File: config.mk
export PLATFORM = sky130hd
export DESIGN_NAME = hhc_div_pipe
export DESIGN_NICKNAME = d
export VERILOG_FILES = /design/src/rtl/hhc_pkg.sv /design/src/rtl/hhc_div_pipe.sv
export SDC_FILE = /design/constraint.sdc
export NUM_CORES = 2
export LEC_CHECK = 0
export BUFFER_PORTS_ARGS = -buffer_cell sky130_fd_sc_hd__clkbuf_2
export CORE_ASPECT_RATIO = 0.5
export CORE_MARGIN = 4
export CORE_UTILIZATION = 60
export CTS_CLUSTER_SIZE = 12
export DETAILED_ROUTE_END_ITERATION = 16
export PLACE_DENSITY_LB_ADDON = 0.3
export RECOVER_POWER = 100
export SLEW_MARGIN = 20
export SYNTH_ARGS = -nofsm -noshare
export SYNTH_HDL_FRONTEND = slang
export SYNTH_SLANG_ARGS = --single-unit
File: constraint.sdc
create_clock -name clock -period 11.6 [get_ports clock]
set_input_delay 2.32 -clock clock [delete_from_list [all_inputs] [get_ports clock]]
set_output_delay 2.32 -clock clock [all_outputs]
set_load 0.05 [all_outputs]
File: src/rtl/hhc_pkg.sv
// Shared types and constants for the height-to-HSV colour pipeline.
package hhc_pkg;

   localparam int HeightW   = 16;
   localparam int RealW     = 24;
   localparam int RgbW      = 24;
   localparam int CsrIndexW = 3;
   localparam int CsrDataW  = 24;

   localparam int HueW      = 8;   // hue in degrees, 0..255
   localparam int BrightW   = 17;  // Q0.16 with room for 1.0
   localparam int ChromaW   = 16;
   localparam int WeightW   = 6;   // 0..60
   localparam int XNumW     = 22;
   localparam int TotW      = 24;

   // restoring divider: brightness takes one overflow step plus 17 quotient bits,
   // hue takes 8 quotient bits in the first stages
   localparam int DivStages = 18;
   localparam int HueSteps  = 8;
   localparam int BrNumW    = 41;
   localparam int HueNumW   = 24;
   localparam int HueDenW   = 17;

   localparam logic [15:0]        SatQ16          = 16'd51773;
   localparam logic [BrightW-1:0] BrightFixedQ16  = 17'd45875;
   localparam logic [BrightW-1:0] BrightFloorQ16  = 17'd16384;
   localparam logic [BrightW-1:0] OneQ16          = 17'd65536;
   localparam logic [HueW-1:0]    HueGrey         = 8'd90;
   localparam logic [HueW-1:0]    HueTop          = 8'd255;
   localparam logic [HueW:0]      HueNegBase      = 9'd140;
   // floor(y / 60) == (y * XRecip) >> XShift for every y below 2**22
   localparam logic [22:0]        XRecip          = 23'd4473925;
   localparam int                 XShift          = 28;

   typedef enum logic [2:0] {
      HUE_FIXED,
      HUE_ZERO,
      HUE_FULL,
      HUE_POS,
      HUE_NEG
   } hue_mode_type;

   typedef enum logic [1:0] {
      BRIGHT_FIXED,
      BRIGHT_ONE,
      BRIGHT_DIV
   } bright_mode_type;

   typedef enum logic [CsrIndexW-1:0] {
      REG_COLOR_ENABLE,
      REG_SHADE_ENABLE,
      REG_MAX_HEIGHT,
      REG_MIN_HEIGHT,
      REG_MIN_REAL_HEIGHT,
      REG_TOTAL_REAL_HEIGHT
   } reg_index_type;

   typedef struct packed {
      hue_mode_type          hue_mode;
      bright_mode_type       bright_mode;
      logic [HueNumW-1:0]    hue_rem;
      logic [HueDenW-1:0]    hue_den;
      logic [HueW-1:0]       hue_quo;
      logic [BrNumW-1:0]     br_rem;
      logic                  br_sat;
      logic [BrightW-1:0]    br_quo;
   } div_type;

endpackage

File: src/rtl/hhc_div_pipe.sv
// Pipelined restoring divider: hue ratio and shading brightness, one bit per stage.
module hhc_div_pipe (
   input  logic                     clock,
   input  logic                     reset,
   input  logic                     en,
   input  logic                     in_vld,
   input  hhc_pkg::div_type         in_data,
   input  logic [hhc_pkg::TotW-1:0] total,
   output logic                     out_vld,
   output hhc_pkg::div_type         out_data
);

   logic [hhc_pkg::DivStages-1:0] vld_ff;
   hhc_pkg::div_type              stage_ff  [hhc_pkg::DivStages];
   hhc_pkg::div_type              stage_in  [hhc_pkg::DivStages];
   hhc_pkg::div_type              stage_src [hhc_pkg::DivStages];

   always_comb begin
      stage_src[0] = in_data;
      for (int s = 1; s < hhc_pkg::DivStages; s++) begin
         stage_src[s] = stage_ff[s-1];
      end
   end

   always_comb begin
      logic [hhc_pkg::BrNumW-1:0]  tsh;
      logic [hhc_pkg::HueNumW:0]   dsh;
      logic [hhc_pkg::HueNumW:0]   rext;
      for (int s = 0; s < hhc_pkg::DivStages; s++) begin
         stage_in[s] = stage_src[s];
         tsh = {{(hhc_pkg::BrNumW-hhc_pkg::TotW){1'b0}}, total} << (hhc_pkg::DivStages-1-s);
         if (s == 0) begin
            // first step only detects a quotient above the 17-bit range
            stage_in[s].br_sat = (stage_src[s].br_rem >= tsh);
         end else if (stage_src[s].br_rem >= tsh) begin
            stage_in[s].br_rem = stage_src[s].br_rem - tsh;
            stage_in[s].br_quo = {stage_src[s].br_quo[hhc_pkg::BrightW-2:0], 1'b1};
         end else begin
            stage_in[s].br_quo = {stage_src[s].br_quo[hhc_pkg::BrightW-2:0], 1'b0};
         end

         dsh  = {{(hhc_pkg::HueNumW+1-hhc_pkg::HueDenW){1'b0}}, stage_src[s].hue_den}
                << (hhc_pkg::HueSteps-1-s);
         rext = {1'b0, stage_src[s].hue_rem};
         if (s < hhc_pkg::HueSteps) begin
            if (rext >= dsh) begin
               stage_in[s].hue_rem = hhc_pkg::HueNumW'(rext - dsh);
               stage_in[s].hue_quo = {stage_src[s].hue_quo[hhc_pkg::HueW-2:0], 1'b1};
            end else begin
               stage_in[s].hue_quo = {stage_src[s].hue_quo[hhc_pkg::HueW-2:0], 1'b0};
            end
         end
      end
   end

   always_ff @(posedge clock) begin
      if (reset) begin
         vld_ff <= '0;
      end else if (en) begin
         vld_ff <= {vld_ff[hhc_pkg::DivStages-2:0], in_vld};
      end
   end

   always_ff @(posedge clock) begin
      if (en) begin
         for (int s = 0; s < hhc_pkg::DivStages; s++) begin
            stage_ff[s] <= stage_in[s];
         end
      end
   end

   assign out_vld  = vld_ff[hhc_pkg::DivStages-1];
   assign out_data = stage_ff[hhc_pkg::DivStages-1];

endmodule

Word-level counts from Yosys, hierarchy flattened --
Memory sizes are Yosys's and may differ from the RTL's. Cells that the tools add are included.
Operators by class: $add $sub $neg 25, $lt $le $gt $ge 26, multiplexer cells 52
Operators with widths (number):
- 41-bit two-way mux | 17
- 24-bit two-way mux | 8
- 41-bit by 24-bit >= comparator with 1-bit output | 1
- 41-bit by 25-bit >= comparator with 1-bit output | 1
- 41-bit by 26-bit >= comparator with 1-bit output | 1
- 41-bit by 27-bit >= comparator with 1-bit output | 1
- 41-bit by 28-bit >= comparator with 1-bit output | 1
- 41-bit by 29-bit >= comparator with 1-bit output | 1
- 41-bit by 30-bit >= comparator with 1-bit output | 1
- 41-bit by 31-bit >= comparator with 1-bit output | 1
- 41-bit by 32-bit >= comparator with 1-bit output | 1
- 41-bit by 33-bit >= comparator with 1-bit output | 1
- 41-bit by 34-bit >= comparator with 1-bit output | 1
- 41-bit by 35-bit >= comparator with 1-bit output | 1
- 41-bit by 36-bit >= comparator with 1-bit output | 1
- 41-bit by 37-bit >= comparator with 1-bit output | 1
- 41-bit by 38-bit >= comparator with 1-bit output | 1
- 41-bit by 39-bit >= comparator with 1-bit output | 1
- 41-bit by 40-bit >= comparator with 1-bit output | 1
- 41-bit >= comparator | 1
- 41-bit by 24-bit subtractor with 41-bit output | 1
- 41-bit by 25-bit subtractor with 41-bit output | 1
- 41-bit by 26-bit subtractor with 41-bit output | 1
- 41-bit by 27-bit subtractor with 41-bit output | 1
- 30 further kinds | 56
Storage, ports and cells: register bits after elaboration 18, RAM bits 2034, input bits 141, output and inout port bits 114, word-level logic and storage cells 105, memories 1
Memories:
- stage_ff | words 18, bits a word 113, read ports 18, clocked after Yosys merged registers in 0, write ports 18, line hhc_div_pipe.sv:14 | hhc_pkg::div_type stage_ff [hhc_pkg::DivStages];

Depth between registers and ports, before layout --
depth in word-level cells 2, depth in mapped cells 15, mapped depth without buffers 15

Worst setup path after synthesis --
OpenSTA, ideal clock, no wires.
kind in2reg, from input port total[23] (netlist bit), to memory stage_ff[10][54] (netlist bit) (data pin), library setup time 0.271 ns, data arrival time 5.590 ns, required time 11.329 ns, path slack 5.738 ns, cell stages on the path 11, buffers on the path 0, path through inv_1 -> ha_1 -> a21o_1 -> or4_4 -> or4_4 -> or4_4 -> or4_4 -> nor2_4 -> a221o_1 -> nor4_1 -> xor2_1
RTL lines:
- start: declaration | line hhc_div_pipe.sv:8 | input logic [hhc_pkg::TotW-1:0] total,
- end: declaration | line hhc_div_pipe.sv:14

==> results.md <==
* Status: finished, violations left
* Violated checks: capacitance limit, slew limit
* PortBufs at about 230
* Initial core utilization at 60.4%
* Synth Area in Simple Gates at 10.5%
* Drt via density at roughly 5.9
* Number of CTS-inserted buffers at between 150 and 200
* Total global-route track usage at 22.4%
* Mapped Cells at approximately 7.5k
* Initial DRC count at 4206
* Worst slew margin at -352%
* Hpwl dp at about 130000 µm
* Final slew viol count at ~1.8k
* WP data required at 12.14 ns
* Max clock buf depth at 4
* Min cycle time layout at a little under 9 ns
* Worst slack at placement at between 4 and 5 ns
* Worst-margin pin slew at about 6.8 ns
* Initial antenna violation count at 13
* DR DRC count at 0
* Chip Height at between 200 and 300 µm
* Crit path DAT at ~9.2 ns
* Final setup violating endpoints at 0
* Most numerous cell in the Yosys netlist: edfxtp_1
* Reg2reg path depth at 9
* Clock sinks at around 1.9k
* Router iterations before antenna repair at 6
* Final Power at about 24000 µW
* Synth Cell Area at ~0.093 mm²
* Period utilization at roughly 75%
* Largest family of logic cells by synthesized area: compound AO/OA/AOI/OAI gates
* Seq cells post-synth at ~1.9k
* Ranking of synthesized cells by area: edfxtp_1 60%, ha_1 7.6%, a21oi_1 3.2%
* Largest area contributor in the netlist: edfxtp_1
* Vias in the first global route at roughly 57k
* Final Wtd Congestion at 0.913
* Clk_skew at 0.0664 ns
* Total number of vias at 58.9k
* Avg Inst Size Synth at 12.4 µm²
* Leak at roughly 0.038 µW
* Commonest cells post-synth: 1853 x edfxtp_1, 606 x a21oi_1, 568 x ha_1
* Layout cell share with drive strength beyond 1 at approximately 6%
* Post-cts sizing count at 0
* TritonCTS clock tree: done
* Area grow syn2layout at 8.96%
* Worst setup SP type: input port
* Largest net degree at the start of global routing at 202
* Worst Hold Depth at 0
* Worst VDD drop at about 0.00015 V
* Clk_lat worst skew at 0.82 ns
* Min-Delay Path Class: reg -> reg
* CTS H-tree lvls at 4
* Clock Tree Root: clkbuf_16
* Synth warn at 0
* # IOs at around 260
* Power density over the cells at 234 mW/mm²
* Peak Freq at around 0.12 GHz
* DRT Wirelength at about 190000 µm
* Final global-route overflow total at 0
* Critical path peak fanout at 47
* Worst-path clk slew at roughly 0.060 ns
* Setup TNS Final at 0 ns
* Core Region at ~0.15 mm²
* Adder-Cell Fraction of Synth Area at under 10%
* EDFF count, synth at about 1.9k
* Main synth FF type: edfxtp_1
* Fin. Hold Viols at 0
* Register area share after synthesis at around three fifths
* Synth Area in XOR/XNOR at 5.63%
* Antenna Violating Nets Remaining at 0
* Critical Path Sink Type: flip-flop
* Hold Buf Count CTS at 0
* Post-CTS Setup Inserts at 0
* Die area at roughly 0.16 mm²
* Synth Area in Compound Gates at approximately an eighth
* Top cell type's share of synthesized area at between 50% and 60%
* RSZ-0062 raised after global routing: false
* Distinct cells, synth at 85
* Max Cap Viol at 27
* Final Net Count at 8577
* Mux cell area share after synthesis at under 10%
* Cell Rows at around 100
* WL/cell at approximately 19 µm
* First-pass GRT wire length at 296000 µm
* Post-synth ARST share at 0%
* DIE WIDTH at between 500 and 600 µm
* Worst setup margin at slightly below 3 ns
* CP Class: in -> reg
* Post-Syn Nets at 8258
[per-layer routing]
layer | global-route usage [%] | share of wire [%] | wire (µm)
met3 | 3.31 | 5.4 | 10000
met2 | 37.7 | 47 | 87500
met1 | 29.8 | 44 | 81100
met4 | 8.09 | 3.6 | 6670
met5 | 0 | 0.030 | 56
[path summary, 6_finish.rpt]
kind,start,end,slack (ns)
setup / recovery,total[1],stage_ff[8][42]$_DFFE_PP_,2.94
hold / removal,stage_ff[15][85]$_DFFE_PP_,stage_ff[16][85]$_DFFE_PP_,0.38
setup reg to reg,stage_ff[9][48]$_DFFE_PP_,stage_ff[10][37]$_DFFE_PP_,5.71
hold reg to reg,stage_ff[15][85]$_DFFE_PP_,stage_ff[16][85]$_DFFE_PP_,0.38
[logic make-up (layout without fill, tap and decap cells)]
kind of cell    after synthesis  in the layout
fa+ha+maj                   593            593
xor+xnor                    601            601
other cells                   0              4
compound gates             1815           1815
buf+inv                     493            865
flops                      1871           1871
mux                         151            151
simple gates               2000           2000
[critical path, stage by stage]
cell and delay, ns:
clkbuf_1 1.41, inv_1 0.08, clkbuf_1 0.80, fa_1 0.75
a21o_1 0.19, a21oi_1 0.25, o21ai_0 0.22, a311oi_1 0.31
nor2_1 0.10, o211ai_1 0.36, o21a_1 0.27, clkbuf_1 1.25
inv_1 0.42, mux2_2 0.40
[cell type report]
| class | count | area (µm²) |
|---|---|---|
| clock inverters | 26 | 224 |
| well taps | 2080 | 2600 |
| fillers | 11400 | 52900 |
| inverters | 334 | 1250 |
| clock buffers | 216 | 4820 |
| flip-flops and latches | 1871 | 56000 |
| repair buffers | 289 | 1320 |
| diodes | 4 | 10.0 |
| multi-input cells | 5160 | 35600 |
[through the flow]
step | std cells | area (µm²) | hold WS (ns) | utilization [%]
6_report | 9980 | 102000 | 0.377 | 65.8
5_1_grt | 9977 | 102000 | 0.391 | 65.8
4_1_cts | 9974 | 102000 | 0.380 | 66.1
3_5_place_dp | 9732 | 97200 | 0.405 | 62.8
3_3_place_gp | 9731 | 97200 | 0.400 | 62.8
2_1_floorplan | 7524 | 93400 | 0.400 | -
[flip-flops by register name (all words and copies together), names as in the netlist]
signal    flops
stage_ff   1853
vld_ff       18
[layout by cell type, fill, tap and decap left out, types with 47 or more instances in the layout]
master     instances
a21o_1           236
a21oi_1          605
a31oi_1           47
clkbuf_1         231
clkbuf_16        188
clkbuf_2          52
edfxtp_1        1853
ha_1             568
inv_1            333
mux2_2           114
nand2_1          514
nand2b_1         120
nand3_1          110
nand4_1           81
nor2_1           548
nor2b_1           79
nor3_1           155
nor4_1            83
o21a_1            75
o21ai_0          457
o21bai_1          59
or3_1             55
xnor2_1          329
xor2_1           272
[power by group]
| part | total [µW] | internal, µW | leakage, µW | switching (µW) |
|---|---|---|---|---|
| registers | 10200 | 9400 | 0.0181 | 829 |
| logic | 8290 | 3590 | 0.0175 | 4700 |
| clock network | 5320 | 2930 | 0.00246 | 2390 |
Power figures use the tool's default switching activity.
